## config.mk

```make
export PLATFORM = sky130hd
export DESIGN_NAME = lane_arrow_sorted_table
export DESIGN_NICKNAME = d
export VERILOG_FILES = /design/src/design/lst_pkg.sv /design/src/design/lst_hl.sv /design/src/design/lane_arrow_sorted_table.sv
export VERILOG_INCLUDE_DIRS = /design/src /design/src/design
export SDC_FILE = /design/constraint.sdc
export NUM_CORES = 1
export LEC_CHECK = 0
export BUFFER_PORTS_ARGS = -buffer_cell sky130_fd_sc_hd__buf_4
export CORE_MARGIN = 1.5
export CORE_UTILIZATION = 45
export DETAILED_ROUTE_END_ITERATION = 16
export SLEW_MARGIN = 20
export SYNTH_ARGS = -nofsm -noshare
export SYNTH_HDL_FRONTEND = slang
export SYNTH_SLANG_ARGS = --single-unit
```

## constraint.sdc

```tcl
create_clock -name clk -period 5.9 [get_ports clk]
set_input_delay 0.295 -clock clk [delete_from_list [all_inputs] [get_ports clk]]
set_output_delay 0.295 -clock clk [all_outputs]
set_load 0.01 [all_outputs]
```

## src/design/lane_arrow_sorted_table_assert.svh

```systemverilog
// assertion macros shared by the lane table rtl
`ifndef LANE_ARROW_SORTED_TABLE_ASSERT_SVH
`define LANE_ARROW_SORTED_TABLE_ASSERT_SVH

`ifndef NO_ASSERTIONS

// plain property, checked at every rising edge outside reset
`define LST_ASSERT(lbl, clk, rstn, prop, msg) \
  lbl: assert property (@(posedge clk) disable iff (!rstn) (prop)) else $error(msg);

// same-cycle implication
`define LST_ASSERT_IMP(lbl, clk, rstn, ante, cons, msg) \
  lbl: assert property (@(posedge clk) disable iff (!rstn) (ante) |-> (cons)) else $error(msg);

`else

`define LST_ASSERT(lbl, clk, rstn, prop, msg)
`define LST_ASSERT_IMP(lbl, clk, rstn, ante, cons, msg)

`endif

`endif

```

## src/design/lst_pkg.sv

```systemverilog
`timescale 1ns / 1ps

package lst_pkg;

  localparam int DEF_MAX_LANES  = 8;
  localparam int DEF_MAX_ARROWS = 4;
  localparam int RESULT_CAP     = 32;

  localparam int CODE_W   = 8;
  localparam int ANGLE_W  = 10;
  localparam int STATUS_W = 3;
  localparam int ACTION_W = 2;

  localparam int IN_DATA_W  = 48;
  localparam int OUT_DATA_W = 48;

  typedef enum logic [STATUS_W-1:0] {
    ST_INSERTED   = 3'd0,
    ST_MERGED     = 3'd1,
    ST_LANE_FULL  = 3'd2,
    ST_ARROW_FULL = 3'd3,
    ST_CLEARED    = 3'd4,
    ST_ENTRY      = 3'd5,
    ST_EMPTY      = 3'd6
  } status_t;

  localparam logic [ACTION_W-1:0] ACT_CLEAR = 2'd0;
  localparam logic [ACTION_W-1:0] ACT_ADD   = 2'd1;
  localparam logic [ACTION_W-1:0] ACT_DUMP  = 2'd2;

endpackage

```

## src/design/lst_hl.sv

```systemverilog
`timescale 1ns / 1ps

// highlight test: arrow code against the clockwise octant of the turn angle
module lst_hl (
  input  logic [lst_pkg::CODE_W-1:0]         arrow_code,
  input  logic signed [lst_pkg::ANGLE_W-1:0] turn_angle,
  output logic                               match
);

  localparam int FULL_TURN = 360;
  localparam int HALF_OCT  = 45;   // 22.5 degrees, doubled
  localparam int OCT_STEP  = 90;   // 45 degrees, doubled
  localparam int MAX_Q     = 11;   // 2*512+45 stays below 12*90

  logic signed [10:0] sum;
  logic signed [10:0] rem;
  logic signed [10:0] cw;
  logic [11:0]        dbl;
  logic [3:0]         q;

  assign sum = 11'sd360 + 11'(turn_angle);

  // remainder truncates toward zero, sum never reaches three turns
  always_comb begin
    if (sum < 11'sd0) begin
      rem = sum;
    end else if (sum >= 11'(2 * FULL_TURN)) begin
      rem = sum - 11'(2 * FULL_TURN);
    end else if (sum >= 11'(FULL_TURN)) begin
      rem = sum - 11'(FULL_TURN);
    end else begin
      rem = sum;
    end
  end

  assign cw  = 11'sd360 - rem;
  assign dbl = 12'({cw[9:0], 1'b0}) + 12'(HALF_OCT);

  // quotient by 90 as a row of constant compares
  always_comb begin
    q = 4'd0;
    for (int k = 1; k <= MAX_Q; k++) begin
      if (dbl >= 12'(OCT_STEP * k)) begin
        q = 4'(k);
      end
    end
  end

  assign match = (arrow_code == lst_pkg::CODE_W'(q[2:0]));

endmodule

```

## src/design/lane_arrow_sorted_table.sv

```systemverilog
`timescale 1ns / 1ps
// lane table kept sorted by lane number, each lane with a short arrow list
// in_*  : command items; in_tuser carries the action (clear, add, dump)
// out_* : result items; out_tuser carries the status, out_tlast ends a command
// clear  : one result, registered from S_CLR once the output register is free
// add    : a linear search over the lane memory, one lane per cycle; a match
//          appends the arrow to that lane, else for a new lane a shift of the
//          later lanes (each read then written on the single memory port pair)
//          and the insert, or a lane-full result when the table is full
// dump   : one result per cycle per stored arrow while the output is free, capped at RESULT_CAP
// a new command is taken only once the previous one has issued its last
// result, while that result may still wait in the output register
// reset clears the sequencer, the output valid and the lane count; lane and
// arrow memories are never swept, entries past the count are simply not read
// a stalled receiver holds the output register, and a state with a result to
// issue waits in place with its memory read repeated
module lane_arrow_sorted_table #(
  parameter int MAX_LANES  = lst_pkg::DEF_MAX_LANES,
  parameter int MAX_ARROWS = lst_pkg::DEF_MAX_ARROWS
) (
  input  logic                             clk,
  input  logic                             rst_n,
  // lane_number[7:0], car_type[15:8], lane_kind[23:16], arrow_code[31:24],
  // turn_angle[41:32], zero fill above
  input  logic [lst_pkg::IN_DATA_W-1:0]    in_tdata,
  // action[1:0]
  input  logic [lst_pkg::ACTION_W-1:0]     in_tuser,
  input  logic                             in_tvalid,
  output logic                             in_tready,
  // lane_slot[2:0], out_lane_number[10:3], out_car_type[18:11],
  // out_lane_kind[26:19], highlight[27], arrow_total[30:28],
  // arrow_slot[32:31], out_arrow_code[40:33], zero fill above
  output logic [lst_pkg::OUT_DATA_W-1:0]   out_tdata,
  // status[2:0]
  output logic [lst_pkg::STATUS_W-1:0]     out_tuser,
  output logic                             out_tlast,
  output logic                             out_tvalid,
  input  logic                             out_tready
);

`include "lane_arrow_sorted_table_assert.svh"

  localparam int SW = $clog2(MAX_LANES);
  localparam int NW = $clog2(MAX_LANES + 1);
  localparam int AW = (MAX_ARROWS > 1) ? $clog2(MAX_ARROWS) : 1;
  localparam int CW = $clog2(MAX_ARROWS + 1);
  localparam int KW = $clog2(lst_pkg::RESULT_CAP);

  typedef struct packed {
    logic [7:0]    number;
    logic [7:0]    car;
    logic [7:0]    kind;
    logic          hl;
    logic [CW-1:0] count;
  } lane_t;

  typedef logic [MAX_ARROWS-1:0][lst_pkg::CODE_W-1:0] row_t;

  typedef struct packed {
    logic [6:0] pad;
    logic [7:0] code;
    logic [1:0] aslot;
    logic [2:0] total;
    logic       hl;
    logic [7:0] kind;
    logic [7:0] car;
    logic [7:0] number;
    logic [2:0] slot;
  } out_item_t;

  typedef enum logic [3:0] {
    S_IDLE,
    S_CLR,
    S_EMPTY,
    S_CMP,
    S_SHR,
    S_SHW,
    S_INS,
    S_DROP,
    S_DUMP
  } state_t;

  // lane memory and arrow row memory, one row per lane slot
  lane_t lane_mem [MAX_LANES];
  row_t  arrow_mem [MAX_LANES];
  lane_t lane_rd_r;
  row_t  row_rd_r;

  logic [SW-1:0] raddr;
  logic [SW-1:0] waddr;
  logic          mem_we;
  lane_t         wlane;
  row_t          wrow;

  state_t          state_r, state_nxt;
  logic [NW-1:0]   lane_cnt_r, lane_cnt_nxt;
  logic [NW-1:0]   pos_r, pos_nxt;
  logic [NW-1:0]   idx_r, idx_nxt;
  logic [CW-1:0]   arr_r, arr_nxt;
  logic [KW-1:0]   k_r, k_nxt;
  logic [7:0]      key_r, car_r, kind_r, code_r;
  logic            hl_r;

  logic                          out_tvalid_r;
  out_item_t                     out_item_r;
  lst_pkg::status_t              out_status_r;
  logic                          out_tlast_r;

  logic              emit;
  out_item_t         res;
  lst_pkg::status_t  res_status;
  logic              res_last;
  logic              out_free;
  logic              in_acc;
  logic              hl_in;
  logic              dump_end;
  logic [NW-1:0]     miss_pos;
  row_t              merge_row;
  lane_t             e;

  assign out_free = !out_tvalid_r || out_tready;
  assign in_tready = (state_r == S_IDLE);
  assign in_acc    = in_tvalid && in_tready;
  assign e         = lane_rd_r;

  lst_hl u_hl (
    .arrow_code (in_tdata[31:24]),
    .turn_angle ($signed(in_tdata[41:32])),
    .match      (hl_in)
  );

  always_comb begin
    merge_row = row_rd_r;
    merge_row[e.count[AW-1:0]] = code_r;
  end

  assign miss_pos = (e.number < key_r) ? NW'(pos_r + 1'b1) : pos_r;
  assign dump_end = (k_r == KW'(lst_pkg::RESULT_CAP - 1)) ||
                    ((NW'(pos_r + 1'b1) == lane_cnt_r) && (CW'(arr_r + 1'b1) == e.count));

  always_comb begin
    state_nxt    = state_r;
    lane_cnt_nxt = lane_cnt_r;
    pos_nxt      = pos_r;
    idx_nxt      = idx_r;
    arr_nxt      = arr_r;
    k_nxt        = k_r;
    raddr        = pos_r[SW-1:0];
    waddr        = pos_r[SW-1:0];
    mem_we       = 1'b0;
    wlane        = e;
    wrow         = row_rd_r;
    emit         = 1'b0;
    res          = '0;
    res_status   = lst_pkg::ST_CLEARED;
    res_last     = 1'b1;

    case (state_r)
      S_IDLE: begin
        raddr = '0;
        if (in_acc) begin
          pos_nxt = '0;
          arr_nxt = '0;
          k_nxt   = '0;
          case (in_tuser)
            lst_pkg::ACT_CLEAR: state_nxt = S_CLR;
            lst_pkg::ACT_ADD:   state_nxt = (lane_cnt_r == '0) ? S_INS : S_CMP;
            lst_pkg::ACT_DUMP:  state_nxt = (lane_cnt_r == '0) ? S_EMPTY : S_DUMP;
            default:            state_nxt = S_IDLE;
          endcase
        end
      end

      S_CLR: begin
        res_status = lst_pkg::ST_CLEARED;
        if (out_free) begin
          emit         = 1'b1;
          lane_cnt_nxt = '0;
          state_nxt    = S_IDLE;
        end
      end

      S_EMPTY: begin
        res_status = lst_pkg::ST_EMPTY;
        if (out_free) begin
          emit      = 1'b1;
          state_nxt = S_IDLE;
        end
      end

      S_CMP: begin
        res.slot   = 3'(pos_r);
        res.number = e.number;
        res.car    = e.car;
        res.kind   = e.kind;
        res.code   = code_r;
        if (e.number == key_r) begin
          if (e.count < CW'(MAX_ARROWS)) begin
            // append to the existing lane
            res_status = lst_pkg::ST_MERGED;
            res.hl     = hl_r;
            res.total  = 3'(CW'(e.count + 1'b1));
            res.aslot  = 2'(e.count);
            wlane       = e;
            wlane.hl    = hl_r;
            wlane.count = CW'(e.count + 1'b1);
            wrow        = merge_row;
          end else begin
            res_status = lst_pkg::ST_ARROW_FULL;
            res.hl     = e.hl;
            res.total  = 3'(e.count);
          end
          if (out_free) begin
            emit      = 1'b1;
            mem_we    = (res_status == lst_pkg::ST_MERGED);
            state_nxt = S_IDLE;
          end
        end else if ((e.number < key_r) && (NW'(pos_r + 1'b1) < lane_cnt_r)) begin
          pos_nxt = NW'(pos_r + 1'b1);
          raddr   = pos_nxt[SW-1:0];
        end else begin
          pos_nxt = miss_pos;
          idx_nxt = lane_cnt_r;
          if (lane_cnt_r == NW'(MAX_LANES)) begin
            state_nxt = S_DROP;
          end else if (miss_pos == lane_cnt_r) begin
            state_nxt = S_INS;
          end else begin
            state_nxt = S_SHR;
          end
        end
      end

      S_SHR: begin
        raddr     = SW'(idx_r - 1'b1);
        state_nxt = S_SHW;
      end

      S_SHW: begin
        // move one lane up by a slot
        mem_we    = 1'b1;
        waddr     = idx_r[SW-1:0];
        idx_nxt   = NW'(idx_r - 1'b1);
        state_nxt = (NW'(idx_r - 1'b1) == pos_r) ? S_INS : S_SHR;
      end

      S_INS: begin
        res_status   = lst_pkg::ST_INSERTED;
        res.slot     = 3'(pos_r);
        res.number   = key_r;
        res.car      = car_r;
        res.kind     = kind_r;
        res.hl       = hl_r;
        res.total    = 3'd1;
        res.code     = code_r;
        wlane.number = key_r;
        wlane.car    = car_r;
        wlane.kind   = kind_r;
        wlane.hl     = hl_r;
        wlane.count  = CW'(1);
        wrow         = '0;
        wrow[0]      = code_r;
        if (out_free) begin
          emit         = 1'b1;
          mem_we       = 1'b1;
          lane_cnt_nxt = NW'(lane_cnt_r + 1'b1);
          state_nxt    = S_IDLE;
        end
      end

      S_DROP: begin
        res_status = lst_pkg::ST_LANE_FULL;
        res.number = key_r;
        res.code   = code_r;
        if (out_free) begin
          emit      = 1'b1;
          state_nxt = S_IDLE;
        end
      end

      S_DUMP: begin
        res_status = lst_pkg::ST_ENTRY;
        res.slot   = 3'(pos_r);
        res.number = e.number;
        res.car    = e.car;
        res.kind   = e.kind;
        res.hl     = e.hl;
        res.total  = 3'(e.count);
        res.aslot  = 2'(arr_r);
        res.code   = row_rd_r[arr_r[AW-1:0]];
        res_last   = dump_end;
        if (out_free) begin
          emit  = 1'b1;
          k_nxt = KW'(k_r + 1'b1);
          if (dump_end) begin
            state_nxt = S_IDLE;
          end else if (CW'(arr_r + 1'b1) < e.count) begin
            arr_nxt = CW'(arr_r + 1'b1);
          end else begin
            // next lane, its row arrives next cycle
            arr_nxt = '0;
            pos_nxt = NW'(pos_r + 1'b1);
            raddr   = pos_nxt[SW-1:0];
          end
        end
      end

      default: begin
        state_nxt = S_IDLE;
      end
    endcase
  end

  // memories: registered read, single write port
  always_ff @(posedge clk) begin
    lane_rd_r <= lane_mem[raddr];
    row_rd_r  <= arrow_mem[raddr];
    if (mem_we) begin
      lane_mem[waddr]  <= wlane;
      arrow_mem[waddr] <= wrow;
    end
  end

  always_ff @(posedge clk) begin
    if (!rst_n) begin
      state_r      <= S_IDLE;
      lane_cnt_r   <= '0;
      out_tvalid_r <= 1'b0;
    end else begin
      state_r    <= state_nxt;
      lane_cnt_r <= lane_cnt_nxt;
      if (emit) begin
        out_tvalid_r <= 1'b1;
      end else if (out_tready) begin
        out_tvalid_r <= 1'b0;
      end
    end
    pos_r <= pos_nxt;
    idx_r <= idx_nxt;
    arr_r <= arr_nxt;
    k_r   <= k_nxt;
    if (in_acc) begin
      key_r  <= in_tdata[7:0];
      car_r  <= in_tdata[15:8];
      kind_r <= in_tdata[23:16];
      code_r <= in_tdata[31:24];
      hl_r   <= hl_in;
    end
    if (emit) begin
      out_item_r   <= res;
      out_status_r <= res_status;
      out_tlast_r  <= res_last;
    end
  end

  assign out_tvalid = out_tvalid_r;
  assign out_tdata  = lst_pkg::OUT_DATA_W'(out_item_r);
  assign out_tuser  = out_status_r;
  assign out_tlast  = out_tlast_r;

  `LST_ASSERT(a_cnt_bound, clk, rst_n, lane_cnt_r <= NW'(MAX_LANES), "lane count past table size")
  `LST_ASSERT_IMP(a_dump_slot, clk, rst_n, state_r == S_DUMP, pos_r < lane_cnt_r, "dump past last lane")
  `LST_ASSERT_IMP(a_shift_range, clk, rst_n, state_r == S_SHW, (idx_r > pos_r) && (idx_r <= lane_cnt_r), "shift index out of range")
  `LST_ASSERT_IMP(a_ins_room, clk, rst_n, state_r == S_INS, lane_cnt_r < NW'(MAX_LANES), "insert into full table")

endmodule
```

After elaboration in Yosys (flattened, before gate mapping)
Memory sizes are Yosys's and may differ from the RTL's. A register that Yosys moved wholly into a read port is not among the register bits.
Index checks and enable logic that the tools add are counted.
Widths: inputs -> output; s select.
Storage, ports and cells
  memories: 2
  input port bits: 54
  memory bits (writable): 480
  flip-flop bits (word level): 103
  output and inout bits: 54
  logic and storage cells: 201
Memories
  arrow_mem: words 8, bits a word 32, read ports 1, clocked after Yosys merged registers in 1, write ports 1, line lane_arrow_sorted_table.sv:85  | row_t arrow_mem [MAX_LANES];
  lane_mem: words 8, bits a word 28, read ports 1, clocked after Yosys merged registers in 1, write ports 1, line lane_arrow_sorted_table.sv:84  | lane_t lane_mem [MAX_LANES];
Operators by class
  order comparisons: 21
  equality and inequality tests: 29
  muxes and demuxes: 89
  reduce and logical (&&, ||, !) cells: 27
  $add $sub $neg: 11
Operators with widths (number)
  $mux 4: 21
  $ge 12x10->1 const B: 6
  $mux 3: 22
  $mux 32: 2
  $pmux 32 s2: 1
  $pmux 20 s3: 1
  $pmux 28 s2: 1
  $ge 12x9->1 const B: 3
  $bwmux 32: 1
  $pmux 8 s2: 2
  $mux 10: 3
  $pmux 4 s3: 2
  $pmux 4 s6: 1
  $sub 10x10->10 const B: 2
  $bmux 8 s2: 1
  $demux 8 s2: 1
  $eq 4x3->1 const B: 4
  $mux 8: 2
  $ne 2x2->1 const B: 8
  $pmux 4 s2: 2
  $pmux 3 s5: 1
  $mux 2: 7
  $add 11x6->12 const B: 1
  $eq 4x4->1: 3
  other kinds (52): 79

Logic depth before layout (Yosys ltp)
Gate-level depths: netlist of the first run.
  depth in word-level cells: 20
  gate-level depth with buffers: 20
  depth with buffers taken out: 17

By module
A second synthesis of the first run with hierarchy kept.
Unflattened totals
  cell total of the unflattened synthesis: 1637
  area, all modules: 27152.3 um^2
By module, submodules not included
  lane_arrow_sorted_table: cells each 1395, times used 1, seq. area each 18617.9 um^2, area each 25339.3 um^2
  lst_hl: cells each 242, times used 1, seq. area each 0.0 um^2, area each 1813.0 um^2

Least setup slack after synthesis of the first run
Ideal clock, no wire load.
  path type: flip-flop to flip-flop
  start: register state_r[3]
  end: memory arrow_mem[6][0] in the netlist's numbering (enable)
  required time: 5416 ps
  arrival: 4517 ps
  buffers on the path: 1
  path slack: 898 ps
  setup time: 484 ps
  clock period less this slack: 5002 ps
  stages on the path, launching flop included: 10
  cells stage by stage: dfxtp_1 clkbuf_1 nand2b_1 nor3_1 nand2_1 nor2_1 nor2_1 nor2_1 a31oi_1 nor2b_1
Between the ends
  longest elaborated chain between the ends: 4
  elaborated cells on any way between the ends: 7
  classes of those cells: eq/ne (3); mux (4)
Ends and longest elaborated chain
  from (decl): line lane_arrow_sorted_table.sv:95  | state_t state_r, state_nxt;
  from (signal assigned): line lane_arrow_sorted_table.sv:330  | state_r <= state_nxt;
  $eq 4x3->1 or $eq 4x2->1 (tied branches): line lane_arrow_sorted_table.sv:158  | case (state_r)
  $pmux 1 s3: line lane_arrow_sorted_table.sv:158
  $mux 1: line lane_arrow_sorted_table.sv:318  | if (mem_we) begin
  $mux 1 (implied by the code): line lane_arrow_sorted_table.sv:320  | arrow_mem[waddr] <= wrow;
  to (decl): line lane_arrow_sorted_table.sv:85
Parallel ways exist; a longest one is shown, timed or not.

Final worst setup path of the first run
  start: register key_r[1]
  end: register row_rd_r[1] in the netlist's numbering, read port of arrow_mem
Between the ends
  longest elaborated chain between the ends: 5
  elaborated cells on any way between the ends: 6
  classes of those cells: order compare (1); eq/ne (1); mux (3); reduce/logical (1)
Ends and longest elaborated chain
  from (decl): line lane_arrow_sorted_table.sv:101  | logic [7:0] key_r, car_r, kind_r, code_r;
  from (signal assigned): line lane_arrow_sorted_table.sv:343  | key_r <= in_tdata[7:0];
  $lt 8x8->1: line lane_arrow_sorted_table.sv:218  | end else if ((e.number < key_r) && (NW'(pos_r + 1'b1) < lane_cnt_r)) begin
  $logic_and 1x1->1: line lane_arrow_sorted_table.sv:218
  $mux 3: line lane_arrow_sorted_table.sv:218
  $mux 3 *: line lane_arrow_sorted_table.sv:197  | if (e.number == key_r) begin
  $pmux 3 s4 *: line lane_arrow_sorted_table.sv:158
  to (decl): line lane_arrow_sorted_table.sv:87  | row_t row_rd_r;
Mark *: on every way between the ends. The rest lies on a longest branch, timed or not.
A chain may end at the register's enable or synchronous reset.

==> summary.md, run 1 <==
| Metric | Value |
|---|---|
| Worst flop-to-flop path startpoint | `key_r[1]` |
| Sequential cell fraction of total power | `approximately 43%` |
| I/O pin cnt | `between 100 and 150` |
| Number of nets with antenna violations after detailed routing | `0` |
| Type of the setup path with the least slack | `flop to flop` |
| Clock transition at the registers of the reported paths | `0.06 ns` |
| Clock tree root driver cell | `sky130_fd_sc_hd__clkbuf_16` |
| Share of final-layout standard cells stronger than drive strength 1 | `25.6%` |
| First-pass GRT wire length | `93,300 µm` |
| Start point of the worst min-delay path | `in_tuser[0]` |
| Max Freq | `0.207 GHz` |
| Required time of the critical path | `around 6.4 ns` |
| Post CTS Setup Buffer Count | `0` |
| Min-delay worst type | `input pin to flop` |
| Category of the worst setup path capture point | `flop` |
| Final standard cell area without fillers | `0.0319 mm²` |
| Number of gates given a new drive strength after cts | `0` |
| Mux share of post-synthesis cell area | `about 14%` |
| Outcome | `completed` |
| Largest area contributor in the synthesized netlist | `sky130_fd_sc_hd__edfxtp_1` |
| Async set or reset register ratio after synthesis | `0%` |
| Synth area leaders | `sky130_fd_sc_hd__edfxtp_1, sky130_fd_sc_hd__mux4_2, sky130_fd_sc_hd__dfxtp_1` |
| Lkg Pwr | `between 10 and 15 nW` |
| Worst hold slack after final layout | `0.0465 ns` |
| Xor and xnor area share after synthesis | `1.40%` |
| TritonCTS Buffers | `70` |
| Die extent in x | `249 µm` |
| Slew margin rel. | `33.6%` |
| Worst clock skew | `0.0242 ns` |
| Share of synthesized area occupied by flip-flops and latches | `68.2%` |
| Post-Synth Simple-Gate Area | `6.33%` |
| Max-slew violations | `0` |
| Total of warnings raised by yosys | `0` |
| Core Area | `roughly 0.06 mm²` |
| Worst-Skew Late Latency | `around 0.62 ns` |
| Most used standard cell by instance count after synthesis | `sky130_fd_sc_hd__edfxtp_1` |
| Largest family of logic cells by synthesized area | `multiplexers` |
| Cell at the slowest stage of the critical path | `sky130_fd_sc_hd__mux4_2` |
| Final Cycle Share | `82.0%` |
| Min Tclk post-route | `4.84 ns` |
| Power density over the cells | `455 mW/mm²` |
| Placed wire-length estimate | `35,000 µm` |
| Crit-path most repeated cell | `sky130_fd_sc_hd__o21a_1` |
| Starting DRT DRC Count | `roughly 1,200` |
| Portion of total power attributed to combinational logic | `28.4%` |
| Yosys reg bits | `643` |
| Final std cells w/o fill | `2,668` |
| Number of hold buffers added after cts | `33` |
| Final Routed Wirelength | `59,900 µm` |
| Count of unresolved DRC violations after routing | `0` |
| Starting utilization of the core area | `between 40% and 50%` |
| Combined flip-flop and latch cell area | `about 0.019 mm²` |
| Final nets | `1,924` |
| DR WL/cell | `22.5 µm` |
| Number of buffers on the longest clock path | `3` |
| Per-instance average area after synthesis | `16.4 µm²` |
| Detailed-routing iteration count for the pre-antenna-repair pass | `5` |
| Maximum level of the CTS H-tree | `3` |
| Via count | `15,140` |
| Count of final hold-check violations | `0` |
| Post-synth top area share | `63.1%` |
| Number of failing setup endpoints in the final timing report | `0` |
| Netlist Area Pre-Place | `0.0273 mm²` |
| Crit path setup slack, layout | `1.06 ns` |
| Number of antenna repair diodes | `0` |
| Cell count after placement | `2,506` |
| Per-cell via count in the routed design | `roughly 5.7` |
| Biggest fanout along the worst timing path | `17` |
| GR Overflow Total | `0` |
| Area occupied by multi-input gates | `0.00829 mm²` |
| GP Congestion | `just under 0.9` |
| Sink count of the clock tree | `643` |
| Data arrival at the endpoint of the critical path | `5.34 ns` |
| Instance area after placement | `0.0293 mm²` |
| Launching element of the worst setup path | `key_r[1]` |
| Largest incremental delay on the critical path | `0.56 ns` |
| GRT Util Overall | `19.6%` |
| Final cell utilization of the core | `53.0%` |
| Synth cell count leaders | `sky130_fd_sc_hd__edfxtp_1, sky130_fd_sc_hd__nand2_1, sky130_fd_sc_hd__mux4_2` |
| Critical-path cell list | `inv_1 -> ha_1 -> nor2b_1 -> o21a_1 -> o21a_1 -> o21a_1 -> o21a_1 -> o21ai_0 -> nand2b_1 -> a21o_1 -> a211oi_1 -> buf_4 -> nor2b_1 -> o21ai_0 -> a21oi_4 -> buf_4 -> buf_4 -> mux4_2 -> mux2_2` |
| Transition time at the pin with the least slew margin | `about 1 ns` |
| Synthesized instance count | `1,669` |
| Top FF cell, synth | `sky130_fd_sc_hd__edfxtp_1` |
| Filler cell count in the final layout | `4,880` |
| Number of flops mapped to enable cells by yosys | `574` |
| Total negative slack for setup checks | `0 ns` |
| Switching Share | `29.8%` |
| Full die area | `0.0621 mm²` |
| Pin count of the biggest net entering global routing | `61` |
| Startpoint class of the critical path | `flop` |
| Max-cap check violation count | `0` |
| Die outline height | `249 µm` |
| Number of I/O port buffers | `94` |
| Initial antenna violation count | `0` |
| Clock tree from TritonCTS | `built` |
| Area growth syn-to-layout | `16.7%` |
| Placement Rows | `90` |
| Complex-gate fraction of the synthesized area | `6.53%` |
| Post-layout total power | `roughly 14 mW` |
| Number of different library cells in the post-synthesis netlist | `86` |
| Switching component of the power | `between 4 and 5 mW` |
| Internal power | `10.2 mW` |
| Placement Setup Slack | `around 0.44 ns` |
| VDD IR-drop max | `0.283 mV` |
| Clock Power Share | `28.8%` |
| Adder and majority gate portion of the synthesized area | `1.83%` |
| Vias in the first global route | `15,697` |
| Unrepaired setup endpoints after global routing | `no` |
[cell families (layout without fill, tap and decap cells)]
family,Yosys count,in the layout
xor+xnor,39,39
compound gates,246,246
fa+ha+maj,40,40
buf+inv,127,338
mux,206,206
flops,643,643
simple gates,367,367
other cells,1,7
[layout make-up]
type	instances	share of cell area, %
inverter	37	0.436
sequential	643	58.4
clock inverter	34	1.01
multi-input combinational	905	26.0
clock buffer	94	5.97
tap	782	3.07
timing repair buffer	173	5.07
[path summary, 6_finish.rpt]
| path | cells past startpoint | endpoint | slack, ns |
|---|---|---|---|
| min reg2reg | 2 | out_tdata[24] | 0.53 |
| max reg2reg | 19 | row_rd_r[1] | 1.06 |
| max | 19 | row_rd_r[1] | 1.06 |
| min | 3 | state_r[3] | 0.05 |
[critical path: cells and delay by family, from the launching register on]
family,cells,cell delay [ns]
flip-flops,1,0.41
adder cells (fa/ha/maj),1,0.24
AND/OR/NAND/NOR,3,0.55
buffers and inverters,4,0.93
multiplexers,2,0.84
AO/OA/AOI/OAI,9,1.74
[power groups by stage]
stage	Clock, mW	Sequential [mW]	Combinational (mW)
CTS	4.27	6.21	4.15
global placement	0	6.29	4.03
global route	4.44	6.25	4.51
finish	4.17	6.21	4.12
floorplan	0	6.23	2.87
detailed placement	0	6.30	4.12
[layout by cell type (no fill, tap or decap), types with 20 or more instances in the layout]
| cell type | netlist | routed |
|---|---|---|
| sky130_fd_sc_hd__a21oi_1 | 35 | 33 |
| sky130_fd_sc_hd__a22o_1 | 26 | 26 |
| sky130_fd_sc_hd__buf_4 | 8 | 122 |
| sky130_fd_sc_hd__clkbuf_16 | 0 | 70 |
| sky130_fd_sc_hd__dfxtp_1 | 69 | 69 |
| sky130_fd_sc_hd__dlygate4sd3_1 | 0 | 33 |
| sky130_fd_sc_hd__edfxtp_1 | 574 | 574 |
| sky130_fd_sc_hd__ha_1 | 40 | 40 |
| sky130_fd_sc_hd__inv_1 | 37 | 37 |
| sky130_fd_sc_hd__mux2_2 | 68 | 68 |
| sky130_fd_sc_hd__mux4_2 | 128 | 128 |
| sky130_fd_sc_hd__nand2_1 | 178 | 177 |
| sky130_fd_sc_hd__nand3_1 | 20 | 20 |
| sky130_fd_sc_hd__nor2_1 | 61 | 53 |
| sky130_fd_sc_hd__nor3_1 | 24 | 24 |
| sky130_fd_sc_hd__o21ai_0 | 67 | 66 |
| sky130_fd_sc_hd__xnor2_1 | 24 | 24 |
[layer usage]
metal | wire [µm] | GRT usage, % | up-vias | share of wire [%]
met5 | 0 | 0 | - | 0
met2 | 29100 | 32.2 | 382 | 49
li1 | - | - | 6877 | -
met4 | 1160 | 5.23 | 0 | 1.9
met1 | 26900 | 27.4 | 7798 | 45
met3 | 2740 | 3.06 | 83 | 4.6
[registers in the layout, indices dropped and copies added, names as in the netlist, 3 cells and up]
signal      cells
pos_r           4
car_r           8
out_tuser       3
row_rd_r       32
key_r           8
out_tdata      41
lane_mem      224
lane_cnt_r      4
idx_r           4
kind_r          8
arr_r           3
state_r         4
e              28
k_r             5
arrow_mem     256
code_r          8
(Power assumes the default switching activity.)
==> run 2: changes to the inputs <==
==> constraint.sdc (replaced) <==
create_clock -name clk -period 4.6 [get_ports clk]
set_input_delay 0.23 -clock clk [delete_from_list [all_inputs] [get_ports clk]]
set_output_delay 0.23 -clock clk [all_outputs]
set_load 0.01 [all_outputs]
==> run 2 against run 1 <==
Compared with the run above:
- cell count increased by 1.6%
- sequential power up 28%
- critical path depth decreased by 1
- critical endpoint is now row_rd_r[13]
- highest routed layer unchanged
==> summary.md, run 2 (same netlist as run 1, synthesis figures left out) <==
| Metric | Value |
|---|---|
| Outcome | `completed` |
| Max-cap check violation count | `0` |
| Final Cycle Share | `92.7%` |
| Lkg Pwr | `11.3 nW` |
| Area occupied by multi-input gates | `0.00829 mm²` |
| Per-cell via count in the routed design | `around 5.7` |
| GRT Util Overall | `between 10% and 20%` |
| Max-slew violations | `0` |
| Clock transition at the registers of the reported paths | `0.06 ns` |
| Number of nets with antenna violations after detailed routing | `0` |
| Worst Path Buf+Inv | `3` |
| Placed wire-length estimate | `36,900 µm` |
| Final nets | `1,969` |
| Worst flop-to-flop path startpoint | `key_r[1]` |
| Startpoint class of the critical path | `flop` |
| Starting utilization of the core area | `45.4%` |
| Cell at the slowest stage of the critical path | `sky130_fd_sc_hd__mux4_2` |
| TritonCTS Buffers | `69` |
| Clock tree root driver cell | `sky130_fd_sc_hd__clkbuf_16` |
| Combined flip-flop and latch cell area | `roughly 0.019 mm²` |
| Number of I/O port buffers | `94` |
| Crit-path most repeated cell | `sky130_fd_sc_hd__o21a_1` |
| Biggest fanout along the worst timing path | `18` |
| Final cell utilization of the core | `53.6%` |
| Post CTS Setup Buffer Count | `0` |
| Type of the setup path with the least slack | `flop to flop` |
| Number of failing setup endpoints in the final timing report | `0` |
| Initial antenna violation count | `1` |
| Pin count of the biggest net entering global routing | `around 60` |
| Sink count of the clock tree | `643` |
| Filler cell count in the final layout | `a little under 5,000` |
| Vias in the first global route | `15,640` |
| Reg2reg path depth | `18` |
| Internal power | `13.2 mW` |
| Portion of total power attributed to combinational logic | `around 30%` |
| Critical-path cell list | `inv_1 -> ha_1 -> nor2b_1 -> o21a_1 -> o21a_1 -> o21a_1 -> o21a_1 -> o21ai_0 -> nand2b_1 -> a21o_1 -> a211oi_1 -> nor2b_1 -> o21ai_0 -> a21oi_4 -> buf_12 -> buf_12 -> mux4_2 -> mux2_2` |
| Cell count after placement | `between 2,000 and 3,000` |
| Clock tree from TritonCTS | `built` |
| Largest incremental delay on the critical path | `0.53 ns` |
| DR WL/cell | `22.7 µm` |
| Final std cells w/o fill | `2,712` |
| Stages on the worst setup path | `18` |
| Post-layout total power | `18.7 mW` |
| Full die area | `just over 0.06 mm²` |
| Share of final-layout standard cells stronger than drive strength 1 | `27.3%` |
| Slew margin rel. | `25.2%` |
| Register with the most flip-flops | `arrow_mem` |
| First-pass GRT wire length | `94,000 µm` |
| Category of the worst setup path capture point | `flop` |
| Switching component of the power | `5.47 mW` |
| Min-delay worst type | `input pin to flop` |
| Transition time at the pin with the least slew margin | `1.11 ns` |
| Clock Power Share | `about 28%` |
| GP Congestion | `0.854` |
| Number of gates given a new drive strength after cts | `0` |
| Number of buffers on the longest clock path | `3` |
| Maximum level of the CTS H-tree | `3` |
| Number of antenna repair diodes | `0` |
| Data arrival at the endpoint of the critical path | `roughly 4.7 ns` |
| Die extent in x | `249 µm` |
| VDD IR-drop max | `0.272 mV` |
| Min Tclk post-route | `between 4 and 5 ns` |
| Die outline height | `249 µm` |
| Worst hold slack after final layout | `0.0728 ns` |
| Count of final hold-check violations | `0` |
| Worst-Skew Late Latency | `0.60 ns` |
| Placement Rows | `90` |
| Switching Share | `29.3%` |
| Via count | `15,485` |
| Unrepaired setup endpoints after global routing | `no` |
| Max Freq | `0.235 GHz` |
| Final Routed Wirelength | `61,500 µm` |
| Starting DRT DRC Count | `1,299` |
| I/O pin cnt | `108` |
| Detailed-routing iteration count for the pre-antenna-repair pass | `7` |
| Sequential cell fraction of total power | `between 40% and 50%` |
| Launching element of the worst setup path | `key_r[1]` |
| GR Overflow Total | `0` |
| Largest register FFs | `about 260` |
| Worst clock skew | `roughly 0.020 ns` |
| Capturing element of the worst setup path | `row_rd_r[13]` |
| Count of unresolved DRC violations after routing | `0` |
| Core Area | `around 0.06 mm²` |
| Power density over the cells | `579 mW/mm²` |
| Highest-count cells in the layout ignoring fill and taps | `sky130_fd_sc_hd__edfxtp_1, sky130_fd_sc_hd__nand2_1, sky130_fd_sc_hd__buf_4` |
| Total negative slack for setup checks | `0 ns` |
| Slack of the worst reg-to-reg path | `0.34 ns` |
| CP delay by family, top | `compound AO/OA/AOI/OAI gates` |
| Area growth syn-to-layout | `18.1%` |
| RR Endpoint | `row_rd_r[13]` |
| Required time of the critical path | `5.08 ns` |
| Most frequent standard cell in the layout excluding fill and tap cells | `sky130_fd_sc_hd__edfxtp_1` |
run 2: per-stage QoR:
| stage | setup WS (ns) | cell area, µm² |
|---|---|---|
| finish | 0.336 | 32200 |
| floorplan | -0.285 | 27300 |
| global route | 0.0982 | 32200 |
| detailed placement | -0.0508 | 29800 |
| CTS | 0.315 | 32200 |
| global placement | 0.0805 | 29800 |
run 2: layout make-up:
class                      count  area share, %
sequential                   643           57.7
multi-input combinational    905           25.7
timing repair buffer         219           6.53
clock buffer                  88           5.77
tap                          782           3.03
clock inverter                38          0.807
inverter                      37          0.431
run 2: repair_timing:
action                                  in CTS  in global routing
endpoints found under the setup margin       0                  0
hold buffers                                35                  0
hold endpoints to repair                    41                  0
run 2: how the worst min path moves through the flow:
stage	from	endpoint	slack, ns	cells after the start
2_1_floorplan	in_tdata[8]	car_r[0]	0.33	0
3_3_place_gp	in_tdata[14]	car_r[6]	0.41	1
3_5_place_dp	in_tdata[19]	kind_r[3]	0.41	1
4_1_cts	in_tuser[1]	state_r[3]	0.04	3
5_1_grt	in_tuser[1]	state_r[3]	0.08	3
6_report	in_tuser[1]	state_r[3]	0.07	3
run 2: power groups by stage:
stage	clock (mW)	combinational [mW]	sequential [mW]
floorplan	0	3.68	7.99
global placement	0	5.43	8.05
detailed placement	0	5.55	8.06
CTS	5.31	5.60	7.95
global route	5.53	6.05	8.01
finish	5.20	5.54	7.95
run 2: metal layers:
layer | wire (µm) | global-route usage, % | part of all wire [%] | vias to the layer above
met4 | 1300 | 5.66 | 2.1 | 0
met1 | 28000 | 28.3 | 45 | 8023
met5 | 0 | 0 | 0 | -
met2 | 29500 | 32.1 | 48 | 409
met3 | 2760 | 2.92 | 4.5 | 92
li1 | - | - | - | 6961
run 2: worst register-to-register path: cells and delay by family, from the launching register on:
family | cells | cell delay (ns)
multiplexers | 2 | 0.82
AO/OA/AOI/OAI | 9 | 1.71
flip-flops | 1 | 0.40
AND/OR/NAND/NOR | 3 | 0.46
buffers and inverters | 3 | 0.50
adder cells (fa/ha/maj) | 1 | 0.24
==> run 3: changes to the inputs <==
--- a/config.mk
+++ b/config.mk
@@ -6,7 +6,7 @@
 export SDC_FILE = /design/constraint.sdc
 export NUM_CORES = 1
 export LEC_CHECK = 0
-export BUFFER_PORTS_ARGS = -buffer_cell sky130_fd_sc_hd__buf_4
+export BUFFER_PORTS_ARGS = -buffer_cell sky130_fd_sc_hd__buf_2
 export CORE_MARGIN = 1.5
 export CORE_UTILIZATION = 45
 export DETAILED_ROUTE_END_ITERATION = 16
==> constraint.sdc (replaced) <==
create_clock -name clk -period 4.6 [get_ports clk]
set_input_delay 0.46 -clock clk [delete_from_list [all_inputs] [get_ports clk]]
set_output_delay 0.46 -clock clk [all_outputs]
set_load 0.01 [all_outputs]
==> run 3 against run 2 <==
Compared with the run above:
- hold slack got worse by 0.043 ns
- clock power increased by 13%
- combinational power decreased by 0.7%
- first-iteration DRC count decreased by 7.9%
- setup slack got worse by 0.12 ns
- critical path type unchanged
- register-to-register slack got worse by 0.12 ns
- largest power group unchanged
==> summary.md, run 3 (same netlist as run 1, synthesis figures left out) <==
| Metric | Value |
|---|---|
| Outcome | `completed` |
| VDD IR-drop max | `~0.33 mV` |
| Clock Power Share | `30.4%` |
| Detailed-routing iteration count for the pre-antenna-repair pass | `5` |
| Worst-Skew Late Latency | `0.61 ns` |
| Largest register FFs | `256` |
| Number of antenna repair diodes | `0` |
| Starting utilization of the core area | `45.4%` |
| Die extent in x | `249 µm` |
| Core Area | `roughly 0.060 mm²` |
| Highest-count cells in the layout ignoring fill and taps | `sky130_fd_sc_hd__edfxtp_1, sky130_fd_sc_hd__nand2_1, sky130_fd_sc_hd__mux4_2` |
| Worst Path Buf+Inv | `3` |
| Initial antenna violation count | `0` |
| Stages on the worst setup path | `18` |
| Final Cycle Share | `a little over nine tenths` |
| Clock tree root driver cell | `sky130_fd_sc_hd__clkbuf_16` |
| GRT Util Overall | `20.4%` |
| Lkg Pwr | `11.5 nW` |
| Crit path setup slack, layout | `0.220 ns` |
| Count of final hold-check violations | `0` |
| GP Congestion | `0.874` |
| Min Tclk post-route | `about 4.4 ns` |
| Number of I/O port buffers | `94` |
| Launching element of the worst setup path | `key_r[1]` |
| Sequential cell fraction of total power | `41.2%` |
| Biggest fanout along the worst timing path | `20` |
| Type of the setup path with the least slack | `flop to flop` |
| Portion of total power attributed to combinational logic | `28.4%` |
| Slew margin rel. | `35.6%` |
| Starting DRT DRC Count | `1,196` |
| Unrepaired setup endpoints after global routing | `no` |
| CP delay by family, top | `compound AO/OA/AOI/OAI gates` |
| Cell at the slowest stage of the critical path | `sky130_fd_sc_hd__mux4_2` |
| Worst clock skew | `approximately 0.018 ns` |
| Required time of the critical path | `5.09 ns` |
| Max-slew violations | `0` |
| Sink count of the clock tree | `~640` |
| DR WL/cell | `22.7 µm` |
| Crit-path most repeated cell | `sky130_fd_sc_hd__o21a_1` |
| Category of the worst setup path capture point | `flop` |
| Most frequent standard cell in the layout excluding fill and tap cells | `sky130_fd_sc_hd__edfxtp_1` |
| Pin count of the biggest net entering global routing | `61` |
| Worst flop-to-flop path startpoint | `key_r[1]` |
| Clock transition at the registers of the reported paths | `0.06 ns` |
| Clock tree from TritonCTS | `built` |
| I/O pin cnt | `108` |
| Count of unresolved DRC violations after routing | `0` |
| Share of final-layout standard cells stronger than drive strength 1 | `30.3%` |
| Power density over the cells | `597 mW/mm²` |
| Internal power | `about 14 mW` |
| Placement Rows | `90` |
| Placement Setup Slack | `-0.336 ns` |
| Transition time at the pin with the least slew margin | `0.966 ns` |
| Slack of the worst reg-to-reg path | `0.22 ns` |
| Area growth syn-to-layout | `18.8%` |
| Data arrival at the endpoint of the critical path | `4.87 ns` |
| Maximum level of the CTS H-tree | `3` |
| Die outline height | `between 200 and 250 µm` |
| Placed wire-length estimate | `37,400 µm` |
| Number of nets with antenna violations after detailed routing | `0` |
| Switching component of the power | `around 5.6 mW` |
| RR Endpoint | `row_rd_r[7]` |
| Full die area | `0.0621 mm²` |
| Number of failing setup endpoints in the final timing report | `0` |
| Switching Share | `28.8%` |
| Register with the most flip-flops | `arrow_mem` |
| Critical-path cell list | `inv_1 -> ha_1 -> nor2b_1 -> o21a_1 -> o21a_1 -> o21a_1 -> o21a_1 -> o21ai_0 -> nand2b_1 -> a21o_1 -> a211oi_1 -> nor2b_1 -> o21ai_0 -> a21oi_4 -> buf_12 -> buf_12 -> mux4_2 -> mux2_2` |
| Capturing element of the worst setup path | `row_rd_r[7]` |
| Startpoint class of the critical path | `flop` |
| Final nets | `1,999` |
| Min-delay worst type | `input pin to flop` |
| Max Freq | `around 0.23 GHz` |
| Vias in the first global route | `15,917` |
| Post-layout total power | `19.4 mW` |
| Reg2reg path depth | `18` |
| GR Overflow Total | `0` |
| Via count | `15,553` |
| Final Routed Wirelength | `just over 60,000 µm` |
| Max-cap check violation count | `0` |
| TritonCTS Buffers | `71` |
| First-pass GRT wire length | `96,000 µm` |
| Per-cell via count in the routed design | `roughly 5.7` |
| Number of buffers on the longest clock path | `3` |
| Largest incremental delay on the critical path | `0.53 ns` |
[run 3: cell count changes in the layout (fill, tap and decap cells not counted), moves of 2 or more]
cell / delta
sky130_fd_sc_hd__buf_4: -33
sky130_fd_sc_hd__buf_12: -10
sky130_fd_sc_hd__dlygate4sd3_1: -23
sky130_fd_sc_hd__clkinv_2: -4
sky130_fd_sc_hd__clkinv_8: +2
sky130_fd_sc_hd__clkbuf_8: +6
sky130_fd_sc_hd__bufinv_16: +7
sky130_fd_sc_hd__clkbuf_16: +2
sky130_fd_sc_hd__clkinv_1: -7
sky130_fd_sc_hd__buf_2: +94
[run 3: area by class of cell]
class / count / area (µm²)
clock inverters: 36 / 468
repair buffers: 247 / 1900
fillers: 4897 / 27700
flip-flops and latches: 643 / 18600
well taps: 782 / 978
multi-input cells: 905 / 8340
clock buffers: 96 / 1990
inverters: 37 / 139
[run 3: metrics by stage]
step                hold WS (ns)  util, %  instances  area, µm²  setup TNS [ns]
floorplan                  0.498        -       1675      27400          -95.36
global placement           0.505     49.6       2602      29800          -0.197
detailed placement         0.516     49.6       2602      29800          -0.336
CTS                     0.000957     53.9       2746      32400               0
global route             0.00163     53.9       2746      32400               0
finish                    0.0300     53.9       2746      32400               0
[run 3: routing by layer]
metal,up-vias,part of all wire [%],global-route usage (%),wire length (µm)
met5,-,0,0,0
met4,0,2.1,5.17,1290
met3,99,5.2,3.31,3240
met2,441,47,32.5,29500
met1,7972,45,29.3,28300
li1,7041,-,-,-
[run 3: timing repair]
| item | 4_1_cts | 5_1_grt |
|---|---|---|
| buffers inserted | 0 | 0 |
| endpoints found under the hold margin | 12 | 0 |
| resized for setup | 0 | 3 |
| endpoints found under the setup margin | 0 | 1 |
| hold buffers | 12 | 0 |
[run 3: worst min-delay path by stage]
stage,start,cells after the start,to
2_1_floorplan,e[14],2,out_tdata[13]
3_3_place_gp,e[8],2,out_tdata[23]
3_5_place_dp,e[17],2,out_tdata[16]
4_1_cts,in_tdata[15],1,car_r[7]
5_1_grt,in_tdata[14],1,car_r[6]
6_report,in_tdata[15],1,car_r[7]
[run 3: power groups by stage]
stage,Sequential [mW],Combinational (mW),Clock (mW)
after floorplan,7.99,3.69,0
after global placement,8.07,5.39,0
after detailed placement,8.08,5.51,0
after CTS,7.97,5.55,6.00
after global routing,8.03,6.01,6.24
final,7.97,5.50,5.88
[run 3: worst register-to-register path, cell delays in order, from the launching register on]
cell	delay, ns
sky130_fd_sc_hd__edfxtp_1	0.38
sky130_fd_sc_hd__inv_1	0.08
sky130_fd_sc_hd__ha_1	0.24
sky130_fd_sc_hd__nor2b_1	0.14
sky130_fd_sc_hd__o21a_1	0.16
sky130_fd_sc_hd__o21a_1	0.16
sky130_fd_sc_hd__o21a_1	0.16
sky130_fd_sc_hd__o21a_1	0.16
sky130_fd_sc_hd__o21ai_0	0.14
sky130_fd_sc_hd__nand2b_1	0.07
sky130_fd_sc_hd__a21o_1	0.22
sky130_fd_sc_hd__a211oi_1	0.39
sky130_fd_sc_hd__nor2b_1	0.29
sky130_fd_sc_hd__o21ai_0	0.18
sky130_fd_sc_hd__a21oi_4	0.28
sky130_fd_sc_hd__buf_12	0.19
sky130_fd_sc_hd__buf_12	0.23
sky130_fd_sc_hd__mux4_2	0.54
sky130_fd_sc_hd__mux2_2	0.27
